--- src/rtl/flt_pkg.sv ---
`timescale 1ns / 1ps
`default_nettype none

package flt_pkg;

	localparam int unsigned FLOW_ENTRIES_DEF = 1024;

	// key = {source_address, destination_address, source_port, destination_port}
	localparam int unsigned KEY_W       = 96;
	localparam int unsigned COUNT_W     = 32;
	localparam int unsigned IDX_OUT_W   = 10;
	localparam int unsigned OUT_DATA_W  = 48;
	localparam int unsigned OUT_USER_W  = 2;

	localparam logic [COUNT_W-1:0] COUNT_MAX = '1;

	typedef logic [KEY_W-1:0]   flow_key_t;
	typedef logic [COUNT_W-1:0] count_t;

	typedef enum logic [1:0] {
		ST_IDLE,
		ST_SCAN,
		ST_COUNT,
		ST_MISS
	} flt_state_t;

	typedef struct packed {
		logic rd;
		logic wr;
	} key_op_t;

	typedef struct packed {
		logic rd;
		logic wr;
		logic fresh;   // write the first count of a new flow
	} cnt_op_t;

endpackage

`default_nettype wire

--- src/rtl/flt_ctrl.sv ---
`timescale 1ns / 1ps
`default_nettype none

module flt_ctrl #(
	parameter int unsigned FLOW_ENTRIES = flt_pkg::FLOW_ENTRIES_DEF
) (
	input  wire                  clk,
	input  wire                  arst_n,
	input  wire                  s_tvalid,
	output logic                 s_tready,
	input  flt_pkg::flow_key_t   s_key,
	output flt_pkg::flow_key_t   cur_key,
	output flt_pkg::key_op_t     key_op,
	output logic [((FLOW_ENTRIES > 1) ? $clog2(FLOW_ENTRIES) : 1)-1:0] key_rd_addr,
	input  wire                  key_hit,
	output flt_pkg::cnt_op_t     cnt_op,
	output logic [((FLOW_ENTRIES > 1) ? $clog2(FLOW_ENTRIES) : 1)-1:0] cnt_rd_addr,
	output logic [((FLOW_ENTRIES > 1) ? $clog2(FLOW_ENTRIES) : 1)-1:0] wr_addr,
	input  flt_pkg::count_t      cnt_next,
	output logic                 m_tvalid,
	input  wire                  m_tready,
	output logic [flt_pkg::IDX_OUT_W-1:0] res_idx,
	output flt_pkg::count_t      res_cnt,
	output logic                 res_new,
	output logic                 res_full
);
	import flt_pkg::*;

	localparam int unsigned IDX_W = (FLOW_ENTRIES > 1) ? $clog2(FLOW_ENTRIES) : 1;
	localparam int unsigned USE_W = $clog2(FLOW_ENTRIES + 1);
	localparam logic [USE_W-1:0] USE_MAX = USE_W'(FLOW_ENTRIES);

	flt_state_t        state_q, state_d;
	flow_key_t         key_q;
	logic [IDX_W-1:0]  scan_q, scan_d;
	logic [USE_W-1:0]  used_q;
	logic [USE_W-1:0]  scan_nxt;
	logic              scan_last;
	logic              tbl_full;
	logic              out_free;
	logic              accept;
	logic              used_inc;
	logic              load_out;
	logic              load_full;
	logic              load_new;
	logic [IDX_W-1:0]  idx_src;
	logic [IDX_W+IDX_OUT_W-1:0] idx_ext;
	logic              m_tvalid_q;

	assign scan_nxt  = USE_W'(scan_q) + USE_W'(1);
	assign scan_last = (scan_nxt == used_q);
	assign tbl_full  = (used_q == USE_MAX);
	assign out_free  = !m_tvalid_q || m_tready;
	assign accept    = s_tvalid && s_tready;
	assign cur_key   = key_q;

	always_comb begin
		state_d     = state_q;
		scan_d      = scan_q;
		s_tready    = 1'b0;
		key_op      = '0;
		cnt_op      = '0;
		key_rd_addr = '0;
		cnt_rd_addr = scan_q;
		wr_addr     = used_q[IDX_W-1:0];
		used_inc    = 1'b0;
		load_out    = 1'b0;
		load_full   = 1'b0;
		load_new    = 1'b0;
		idx_src     = scan_q;
		unique case (state_q)
			ST_IDLE: begin
				s_tready = 1'b1;
				if (s_tvalid) begin
					key_op.rd = 1'b1;
					scan_d    = '0;
					state_d   = (used_q == '0) ? ST_MISS : ST_SCAN;
				end
			end
			ST_SCAN: begin
				// read of slot scan_q is back; on a miss short of the last used slot, fetch the next one
				if (key_hit) begin
					cnt_op.rd = 1'b1;
					state_d   = ST_COUNT;
				end else if (scan_last) begin
					state_d = ST_MISS;
				end else begin
					key_op.rd   = 1'b1;
					key_rd_addr = scan_nxt[IDX_W-1:0];
					scan_d      = scan_nxt[IDX_W-1:0];
				end
			end
			ST_COUNT: begin
				wr_addr = scan_q;
				if (out_free) begin
					cnt_op.wr = 1'b1;
					load_out  = 1'b1;
					state_d   = ST_IDLE;
				end
			end
			ST_MISS: begin
				idx_src = used_q[IDX_W-1:0];
				if (out_free) begin
					load_out = 1'b1;
					state_d  = ST_IDLE;
					if (tbl_full) begin
						load_full = 1'b1;
					end else begin
						key_op.wr    = 1'b1;
						cnt_op.wr    = 1'b1;
						cnt_op.fresh = 1'b1;
						used_inc     = 1'b1;
						load_new     = 1'b1;
					end
				end else begin
					cnt_op.fresh = !tbl_full;
				end
			end
			default: begin
				state_d = ST_IDLE;
			end
		endcase
	end

	assign idx_ext = {{IDX_OUT_W{1'b0}}, idx_src};

	always_ff @(posedge clk or negedge arst_n) begin
		if (!arst_n) begin
			state_q    <= ST_IDLE;
			used_q     <= '0;
			m_tvalid_q <= 1'b0;
		end else begin
			state_q <= state_d;
			if (used_inc) begin
				used_q <= used_q + USE_W'(1);
			end
			if (load_out) begin
				m_tvalid_q <= 1'b1;
			end else if (m_tready) begin
				m_tvalid_q <= 1'b0;
			end
		end
	end

	always_ff @(posedge clk) begin
		scan_q <= scan_d;
		if (accept) begin
			key_q <= s_key;
		end
		if (load_out) begin
			res_full <= load_full;
			res_new  <= load_new;
			res_idx  <= load_full ? '0 : idx_ext[IDX_OUT_W-1:0];
			res_cnt  <= load_full ? '0 : cnt_next;
		end
	end

	assign m_tvalid = m_tvalid_q;

	a_used_bound: assert property (@(posedge clk) disable iff (!arst_n)
		used_q <= USE_MAX)
		else $error("flow count beyond table size");

	a_scan_bound: assert property (@(posedge clk) disable iff (!arst_n)
		state_q == ST_SCAN |-> scan_nxt <= used_q)
		else $error("scan past occupied slots");

	a_insert_grows: assert property (@(posedge clk) disable iff (!arst_n)
		(state_q == ST_MISS && out_free && !tbl_full) |=> used_q == $past(used_q) + USE_W'(1))
		else $error("insert did not take a slot");

	a_full_result: assert property (@(posedge clk) disable iff (!arst_n)
		(m_tvalid_q && res_full) |-> (res_idx == '0 && res_cnt == '0 && !res_new))
		else $error("dropped packet carries flow data");

	a_full_only_when_full: assert property (@(posedge clk) disable iff (!arst_n)
		(load_out && load_full) |-> tbl_full)
		else $error("drop while slots remain");

endmodule

`default_nettype wire

--- config.mk ---
export PLATFORM = sky130hd
export DESIGN_NAME = flt_ctrl
export DESIGN_NICKNAME = d
export VERILOG_FILES = /design/src/rtl/flt_pkg.sv /design/src/rtl/flt_ctrl.sv
export SDC_FILE = /design/constraint.sdc
export NUM_CORES = 1
export LEC_CHECK = 0
export BUFFER_PORTS_ARGS = -buffer_cell sky130_fd_sc_hd__buf_2
export CORE_AREA = 2 2 120 122
export CTS_CLUSTER_SIZE = 30
export DETAILED_ROUTE_END_ITERATION = 8
export DIE_AREA = 0 0 122 124
export PLACE_DENSITY = 0.8
export SLEW_MARGIN = 20
export SYNTH_ARGS = -nofsm -noshare
export SYNTH_HDL_FRONTEND = slang
export SYNTH_SLANG_ARGS = --single-unit
--- constraint.sdc ---
create_clock -name clk -period 6.8 [get_ports clk]
set_input_delay 1.36 -clock clk [delete_from_list [all_inputs] [get_ports clk]]
set_output_delay 1.36 -clock clk [all_outputs]
set_load 0.02 [all_outputs]
==> flow_summary.ini, run 1 <==
[yosys]
combinational_family_with_the_most_area_after_synthesis = simple AND/OR/NAND/NOR gates
instance_count_of_the_mapped_netlist = 383
synth_nets = 519
synth_area_leader_cell = sky130_fd_sc_hd__edfxtp_1
postSynthRegisterBits = 164
synth_seq_area_share_pct = 76.8
synth_async_sr_flop_share_pct = 8.54
yosysUniqueCellTypes = 42
synth-compound-area-share_pct = 1.78
synth_simple_gate_area_share_pct = 10.7
ys.flop_type = sky130_fd_sc_hd__edfxtp_1
synth_xor_xnor_area_share_pct = 4.10
synthesis.area_per_instance_um2 = 16.5
synth.yosys.warnings = 0
yosys-top-cells-area = sky130_fd_sc_hd__edfxtp_1 (71%), sky130_fd_sc_hd__dfrtp_1 (5.5%), sky130_fd_sc_hd__nor2b_1 (3.5%), sky130_fd_sc_hd__mux2_2 (3.0%), sky130_fd_sc_hd__xnor2_1 (2.9%)
yosys.area_share.adder_pct = 0.594
post_synth_design_cell_area_mm2 = 0.00632
synth_edf_count = 150
synth.area.mux_share_pct = 3.19
netlist.area_leader.share_pct = 71.3

[clocking]
cts-hold-fix-buffers = 0
cts_setup_buffers = 0
cts_tree = done
clock_net_sink_count = 164
clkTransAtPathRegs_ns = 0.07
h-tree-depth = 4
quantity_of_gates_resized_following_cts = 0
clk_path_buf_depth = 2
number_of_buffers_inserted_during_clock_tree_synthesis = 17
clk_root_buffer_cell = sky130_fd_sc_hd__clkbuf_16
clock_insertion_delay_worst_skew_ns = 0.42

[placed_design]
io_buffers = 309
dp.final_hpwl_um = 13000
gp_routability_congestion = 0.879

[drt]
drt-pass1-iter-count = 4
num_vias = 4346
wl_per_cell_um = 19.0
avgViaCountPerCell = 4.91
antenna_left = 0
routed_wirelength_um = 16800
number_of_drc_markers_after_the_initial_detailed_route_iteration = 252
route.detailed.drc = 0

[sta]
fmaxAchievable_mhz = 219
timing.final.crit_share_pct = 67.1
max_slew.worst_pin.slew_ns = 1.01
hold_viol_final = 0
hold_slack_ns = 0.553
final.setup_skew_ns = 0.0111
finalMaxSlewViolations = 0
rsz0062_at_grt = false
setup_viol = 0
relSlewSlack_pct = 32.4
timing.final.crit_period_ns = 4.56
finalSetupTns_ns = 0

[grt]
grt_max_degree = 97
initial_antenna_violation_count = 1
grt_pass1_vias = 4194
grt_overflow = 0
global_route_wire_length_before_repair_um = 24100
grt_usage_pct = 21.6

[floorplan]
initial_core_utilization_pct = 46.1
die_h_um = 124
floorplan.die_area_mm2 = 0.0151
core_area_mm2 = 0.0137
fp.dieW_um = 122
design.portCount = 310
placementRows = 43

[layout]
fin_nets = 826
fraction_of_layout_instances_using_a_drive_strength_above_1_pct = 52.1
layout_commonest_cell = sky130_fd_sc_hd__buf_2
area_delta_synth_final_pct = 35.2
mostFrequentLayoutCells = sky130_fd_sc_hd__buf_2 (309), sky130_fd_sc_hd__edfxtp_1 (150), sky130_fd_sc_hd__nor2b_1 (35)
filler_cells = 1057

[setup_path]
worst_setup_path_end_kind = output port
worstPathMaxFanout = 12
timing.setup.critical_path_class = reg2out
arrival_ns = 3.20
setup.worst_path.start_class = flip-flop
cp.required_ns = 5.44

[power]
peak_supply_drop_uv = 315
powerDensity_mw_per_mm2 = 420
total_leakage_power_nw = 3.67

[min_path]
timing.hold.worst.class = reg2reg

[job]
timing.max_cap.violations = 0

[status]
outcome = finished clean
cell families (layout without fill, tap and decap cells):
| kind of cell | after synthesis | after routing |
|---|---|---|
| buf+inv | 32 | 352 |
| mux | 18 | 18 |
| fa+ha+maj | 3 | 3 |
| other cells | 0 | 2 |
| simple gates | 122 | 122 |
| xor+xnor | 27 | 27 |
| flops | 164 | 164 |
| compound gates | 17 | 17 |
state kept, by name (all words and copies together) (netlist names):
name and count:
cnt_rd_addr 10, cur_key 96, m_tvalid 1, res_cnt 32, res_full 1, res_idx 10, res_new 1, state_q 2
used_q 11
per-layer routing:
layer	vias up	global-route usage, %	routed length, um
met2	191	38.8	9170
met4	0	6.68	114
met5	-	0	0
met1	2147	25.7	6350
li1	1996	-	-
met3	12	5.49	1210
power breakdown:
group | internal, mW | switching [mW] | leakage [nW] | total (mW)
Combinational | 0.345 | 0.744 | 1.80 | 1.09
Clock | 0.516 | 0.408 | 0.279 | 0.924
Sequential | 1.43 | 0.146 | 1.59 | 1.57
critical path, stage by stage, from the launching register on:
cell and delay, ns:
sky130_fd_sc_hd__edfxtp_1 0.52, sky130_fd_sc_hd__ha_1 0.33, sky130_fd_sc_hd__xnor2_1 0.34, sky130_fd_sc_hd__xnor2_1 0.16, sky130_fd_sc_hd__and3_1 0.18, sky130_fd_sc_hd__nand4_2 0.09, sky130_fd_sc_hd__o31ai_2 0.85, sky130_fd_sc_hd__nor2_1 0.12
sky130_fd_sc_hd__buf_2 0.20
cells in the mapped netlist, types with 3 or more instances:
master,number
sky130_fd_sc_hd__clkbuf_1,5
sky130_fd_sc_hd__xnor2_1,21
sky130_fd_sc_hd__buf_6,4
sky130_fd_sc_hd__nor2b_1,35
sky130_fd_sc_hd__inv_1,10
sky130_fd_sc_hd__o21ai_0,5
sky130_fd_sc_hd__nand2b_1,4
sky130_fd_sc_hd__nand2_1,18
sky130_fd_sc_hd__buf_2,3
sky130_fd_sc_hd__xor2_1,4
sky130_fd_sc_hd__ha_1,3
sky130_fd_sc_hd__dfrtp_1,14
sky130_fd_sc_hd__nor2_1,32
sky130_fd_sc_hd__mux2_2,17
sky130_fd_sc_hd__edfxtp_1,150
sky130_fd_sc_hd__buf_4,7
sky130_fd_sc_hd__a21oi_1,5
sky130_fd_sc_hd__nand3_1,10
sky130_fd_sc_hd__and3_1,7
per-stage QoR:
step	setup WS (ns)	total power, mW	area, um2	cells	utilization, %
after floorplan	3.03	2.30	6320	383	-
after global placement	2.73	2.67	7950	850	57.9
after detailed placement	2.67	2.69	7950	850	57.9
after CTS	2.21	3.61	8520	882	62.1
after global routing	1.99	3.75	8540	884	62.3
final	2.24	3.59	8550	885	62.3
area by class of cell:
type / count / area, um2 / share of cell area [%]
clock inverter: 15 / 148 / 1.73
tap: 180 / 225 / 2.64
inverter: 10 / 42.5 / 0.498
clock buffer: 17 / 425 / 4.98
antenna: 2 / 5.00 / 0.0586
multi-input combinational: 187 / 1280 / 15.0
timing repair buffer: 310 / 1560 / 18.3
sequential: 164 / 4850 / 56.8
worst paths after layout:
path                           startpoint        endpoint  slack, ns  depth (start not counted)
max                        cnt_rd_addr[0]  key_rd_addr[5]       2.24                          8
min                             used_q[2]       used_q[2]       0.55                          1
max reg2reg                cnt_rd_addr[0]  cnt_rd_addr[8]       3.26                          7
min reg2reg                     used_q[2]       used_q[2]       0.55                          1
max in group asynchronous          arst_n       used_q[8]       5.70                          1
min in group asynchronous          arst_n       used_q[3]       0.84                          1
(Power assumes the default switching activity.)
==> run 2: changes to the inputs <==
CORE_AREA = not set   (was 2 2 120 122)
CORE_MARGIN = 1   (was not set)
CORE_UTILIZATION = 46   (was not set)
DIE_AREA = not set   (was 0 0 122 124)
clock period = 4.25 ns   (was 6.8 ns; I/O delays follow)
==> flow_summary.ini, run 2 (same netlist as run 1, synthesis figures left out) <==
[sta]
fmaxAchievable_mhz = 259
final.setup_skew_ns = 0.00652
finalSetupTns_ns = 0
finalMaxSlewViolations = 0
post-route-worst-setup-slack_ns = 0.393
timing.final.crit_period_ns = 3.86
max_slew.worst_pin.slew_ns = 0.970
rsz0062_at_grt = false
setup_viol = 0
hold_viol_final = 0
hold_slack_ns = 0.330
relSlewSlack_pct = 35.2
timing.final.crit_share_pct = 90.8

[clocking]
clock_insertion_delay_worst_skew_ns = 0.41
clk_root_buffer_cell = sky130_fd_sc_hd__clkbuf_16
number_of_buffers_inserted_during_clock_tree_synthesis = 17
clkTransAtPathRegs_ns = 0.06
cts-hold-fix-buffers = 0
cts_setup_buffers = 0
quantity_of_gates_resized_following_cts = 0
clk_path_buf_depth = 2
h-tree-depth = 4
clock_net_sink_count = 164
cts_tree = done

[placed_design]
gp_routability_congestion = 0.916
placed_cell_area_mm2 = 0.00797
dp.final_hpwl_um = 12500
io_buffers = 309
place_worst_setup_slack_ns = 0.821

[layout]
fin_nets = 829
final_cell_area_mm2 = 0.00855
mostFrequentLayoutCells = sky130_fd_sc_hd__buf_2 (309), sky130_fd_sc_hd__edfxtp_1 (150), sky130_fd_sc_hd__nor2b_1 (35)
largest_register_ff_count = 96
layout_commonest_cell = sky130_fd_sc_hd__buf_2
area_delta_synth_final_pct = 35.2
fraction_of_layout_instances_using_a_drive_strength_above_1_pct = 52.1

[setup_path]
crit_end = key_rd_addr[2]
r2r_cells = 8
worst_setup_path_end_kind = output port
timing.setup.critical_path_class = reg2out
setup.worst_path.start_class = flip-flop
arrival_ns = 3.01
reg2reg_to = cnt_rd_addr[7]
cp_cell_sequence = ha_1 > and3_1 > xor3_1 > a31oi_1 > nand4b_1 > o31ai_2 > buf_4 > nor2_1 > buf_2
worst_setup_path_startpoint = cnt_rd_addr[0]
max_stage_delay_ns = 0.53
crit_path_top_delay_cell = sky130_fd_sc_hd__edfxtp_1
cp.required_ns = 3.40
r2r-start = cnt_rd_addr[0]
worstPathMaxFanout = 9
setup.reg_to_reg.worst_slack_ns = 1.21

[min_path]
timing.hold.worst.class = in2async

[power]
powerDensity_mw_per_mm2 = 667
total_leakage_power_nw = 3.68
p_total_mw = 5.70
peak_supply_drop_uv = 663

[drt]
antenna_left = 0
num_vias = 4367
routed_wirelength_um = 16500
number_of_drc_markers_after_the_initial_detailed_route_iteration = 392
drt-pass1-iter-count = 5
wl_per_cell_um = 18.6
route.detailed.drc = 0
avgViaCountPerCell = 4.93

[grt]
initial_antenna_violation_count = 3
global_route_wire_length_before_repair_um = 24100
grt_pass1_vias = 4224
grt_overflow = 0
grt_usage_pct = 23.2
grt_max_degree = 45

[job]
timing.max_cap.violations = 0

[floorplan]
floorplan.die_area_mm2 = 0.0142
initial_core_utilization_pct = 47.5
fp.dieW_um = 119
placementRows = 42
design.portCount = 310
core_area_mm2 = 0.0133
die_h_um = 119

[status]
outcome = finished clean
[run 2: cell types whose count changed in the layout (fill, tap and decap cells not counted)]
cell	before	now
sky130_fd_sc_hd__diode_2	2	3
sky130_fd_sc_hd__clkinv_1	1	2
sky130_fd_sc_hd__inv_4	0	1
sky130_fd_sc_hd__clkinv_2	2	3
sky130_fd_sc_hd__inv_8	4	1
sky130_fd_sc_hd__buf_4	0	3
[run 2: final cells by class]
| class | count | area (um2) |
|---|---|---|
| fillers | 989 | 4750 |
| clock inverters | 15 | 131 |
| diodes | 3 | 7.51 |
| well taps | 176 | 220 |
| flip-flops and latches | 164 | 4850 |
| inverters | 10 | 40.0 |
| multi-input cells | 187 | 1280 |
| clock buffers | 17 | 425 |
| repair buffers | 313 | 1580 |
[run 2: worst max-delay path: cells and delay by family, from the launching register on]
family,cells,cell delay [ns]
AO/OA/AOI/OAI,2,0.64
XOR/XNOR,1,0.23
adder cells (fa/ha/maj),1,0.33
buffers and inverters,2,0.42
flip-flops,1,0.53
AND/OR/NAND/NOR,3,0.46
[run 2: worst min-delay path by stage]
stage                 end  depth (start not counted)      start
5_1_grt        state_q[0]                          1     arst_n
3_3_place_gp    used_q[2]                          1  used_q[2]
4_1_cts        used_q[10]                          1     arst_n
2_1_floorplan   used_q[2]                          1  used_q[2]
6_report       state_q[1]                          1     arst_n
3_5_place_dp    used_q[2]                          1  used_q[2]
[run 2: routing by layer]
layer	wire [um]	track usage (%)
met5	0	0
met2	8840	40.6
met4	233	8.54
met1	6210	27.6
met3	1180	5.80
[run 2: stage by stage]
step	utilization, %	cells
3_5_place_dp	59.9	849
6_report	64.3	885
2_1_floorplan	-	383
3_3_place_gp	59.9	849
4_1_cts	64.1	881
5_1_grt	64.3	885
[run 2: power by group]
part	total [mW]	internal, mW	switching [mW]
Sequential	2.50	2.28	0.224
Combinational	1.76	0.563	1.19
Clock	1.44	0.811	0.630
Total	5.70	3.65	2.05
==> run 3: changes to the inputs <==
MAX_ROUTING_LAYER = met4   (was not set)
==> flow_summary.ini, run 3 (same netlist as run 1, synthesis figures left out) <==
[grt]
grt_max_degree = 45
grt_pass1_vias = 4302
grt_overflow = 0
initial_antenna_violation_count = 3
global_route_wire_length_before_repair_um = 23700
grt_usage_pct = 23.5

[drt]
routed_wirelength_um = 16400
route.detailed.drc = 0
drt-pass1-iter-count = 4
avgViaCountPerCell = 4.94
num_vias = 4373
wl_per_cell_um = 18.6
antenna_left = 0
number_of_drc_markers_after_the_initial_detailed_route_iteration = 308

[layout]
area_delta_synth_final_pct = 35.4
filler_cells = 982
mostFrequentLayoutCells = sky130_fd_sc_hd__buf_2 (309), sky130_fd_sc_hd__edfxtp_1 (150), sky130_fd_sc_hd__nor2b_1 (35)
layout_commonest_cell = sky130_fd_sc_hd__buf_2
fin_nets = 829
multi_input_area_mm2 = 0.00128
fraction_of_layout_instances_using_a_drive_strength_above_1_pct = 51.8
largest_register_ff_count = 96
sequential_cell_area_mm2 = 0.00485

[floorplan]
initial_core_utilization_pct = 47.5
core_area_mm2 = 0.0133
fp.dieW_um = 119
die_h_um = 119
placementRows = 42
design.portCount = 310
floorplan.die_area_mm2 = 0.0142

[sta]
timing.final.crit_share_pct = 92.4
timing.final.crit_period_ns = 3.93
final.setup_skew_ns = 0.00923
relSlewSlack_pct = 36.9
rsz0062_at_grt = false
fmaxAchievable_mhz = 255
finalMaxSlewViolations = 0
max_slew.worst_pin.slew_ns = 0.945
hold_viol_final = 0
hold_slack_ns = 0.325
setup_viol = 0
finalSetupTns_ns = 0

[setup_path]
arrival_ns = 3.08
worst_setup_path_end_kind = output port
cp.required_ns = 3.40
worstPathMaxFanout = 9
timing.setup.critical_path_class = reg2out
setup.worst_path.start_class = flip-flop

[placed_design]
io_buffers = 309
dp.final_hpwl_um = 12200
gp_routability_congestion = 0.921

[clocking]
cts-hold-fix-buffers = 0
clk_root_buffer_cell = sky130_fd_sc_hd__clkbuf_16
number_of_buffers_inserted_during_clock_tree_synthesis = 17
clk_path_buf_depth = 2
clock_insertion_delay_worst_skew_ns = 0.41
cts_tree = done
clkTransAtPathRegs_ns = 0.06
quantity_of_gates_resized_following_cts = 0
cts_setup_buffers = 0
clock_net_sink_count = 164
h-tree-depth = 4

[status]
outcome = finished clean

[power]
powerDensity_mw_per_mm2 = 669
p_total_mw = 5.72
total_leakage_power_nw = 3.68
peak_supply_drop_uv = 466

[min_path]
timing.hold.worst.class = in2async

[job]
timing.max_cap.violations = 0
[run 3: stage by stage]
step / worst slack, ns / util, % / std cells / cell area [um2]
2_1_floorplan: 0.884 / - / 383 / 6320
3_3_place_gp: 0.901 / 59.9 / 849 / 7970
3_5_place_dp: 0.798 / 59.9 / 849 / 7970
4_1_cts: 0.330 / 64.2 / 881 / 8530
5_1_grt: 0.132 / 64.4 / 885 / 8560
6_report: 0.322 / 64.4 / 885 / 8560
[run 3: area by class of cell]
type	count	share of cell area (%)
antenna	3	0.0877
sequential	164	56.7
inverter	10	0.468
clock inverter	13	1.56
tap	176	2.57
multi-input combinational	187	15.0
clock buffer	19	5.06
timing repair buffer	313	18.5
[run 3: final timing paths]
check / to / cells after the start / from / slack [ns]
worst min-delay path: state_q[0] / 1 / arst_n / 0.33
worst max register to register: cnt_rd_addr[8] / 8 / cnt_rd_addr[0] / 1.10
min in group clk: used_q[2] / 1 / used_q[2] / 0.55
max in group asynchronous: used_q[8] / 1 / arst_n / 3.67
worst min register to register: used_q[2] / 1 / used_q[2] / 0.55
worst max-delay path: key_rd_addr[3] / 9 / cnt_rd_addr[0] / 0.32
[run 3: layer usage]
metal,GRT usage [%],wire length (um)
met1,26.5,6200
met2,40.3,8970
met3,5.80,1020
met4,9.34,246
met5,-,0
[run 3: power breakdown]
part | switching (mW) | internal [mW] | total, mW | leakage (nW)
clock network | 0.602 | 0.863 | 1.47 | 0.277
registers | 0.226 | 2.28 | 2.51 | 1.59
logic | 1.19 | 0.563 | 1.75 | 1.81
total | 2.02 | 3.71 | 5.72 | 3.68
[run 3: worst max-delay path: stages, from the launching register on]
cell	delay, ns
sky130_fd_sc_hd__edfxtp_1	0.53
sky130_fd_sc_hd__ha_1	0.32
sky130_fd_sc_hd__and3_1	0.23
sky130_fd_sc_hd__xor3_1	0.23
sky130_fd_sc_hd__a31oi_1	0.15
sky130_fd_sc_hd__nand4b_1	0.20
sky130_fd_sc_hd__o31ai_2	0.51
sky130_fd_sc_hd__buf_4	0.25
sky130_fd_sc_hd__nor2_1	0.06
sky130_fd_sc_hd__buf_2	0.17
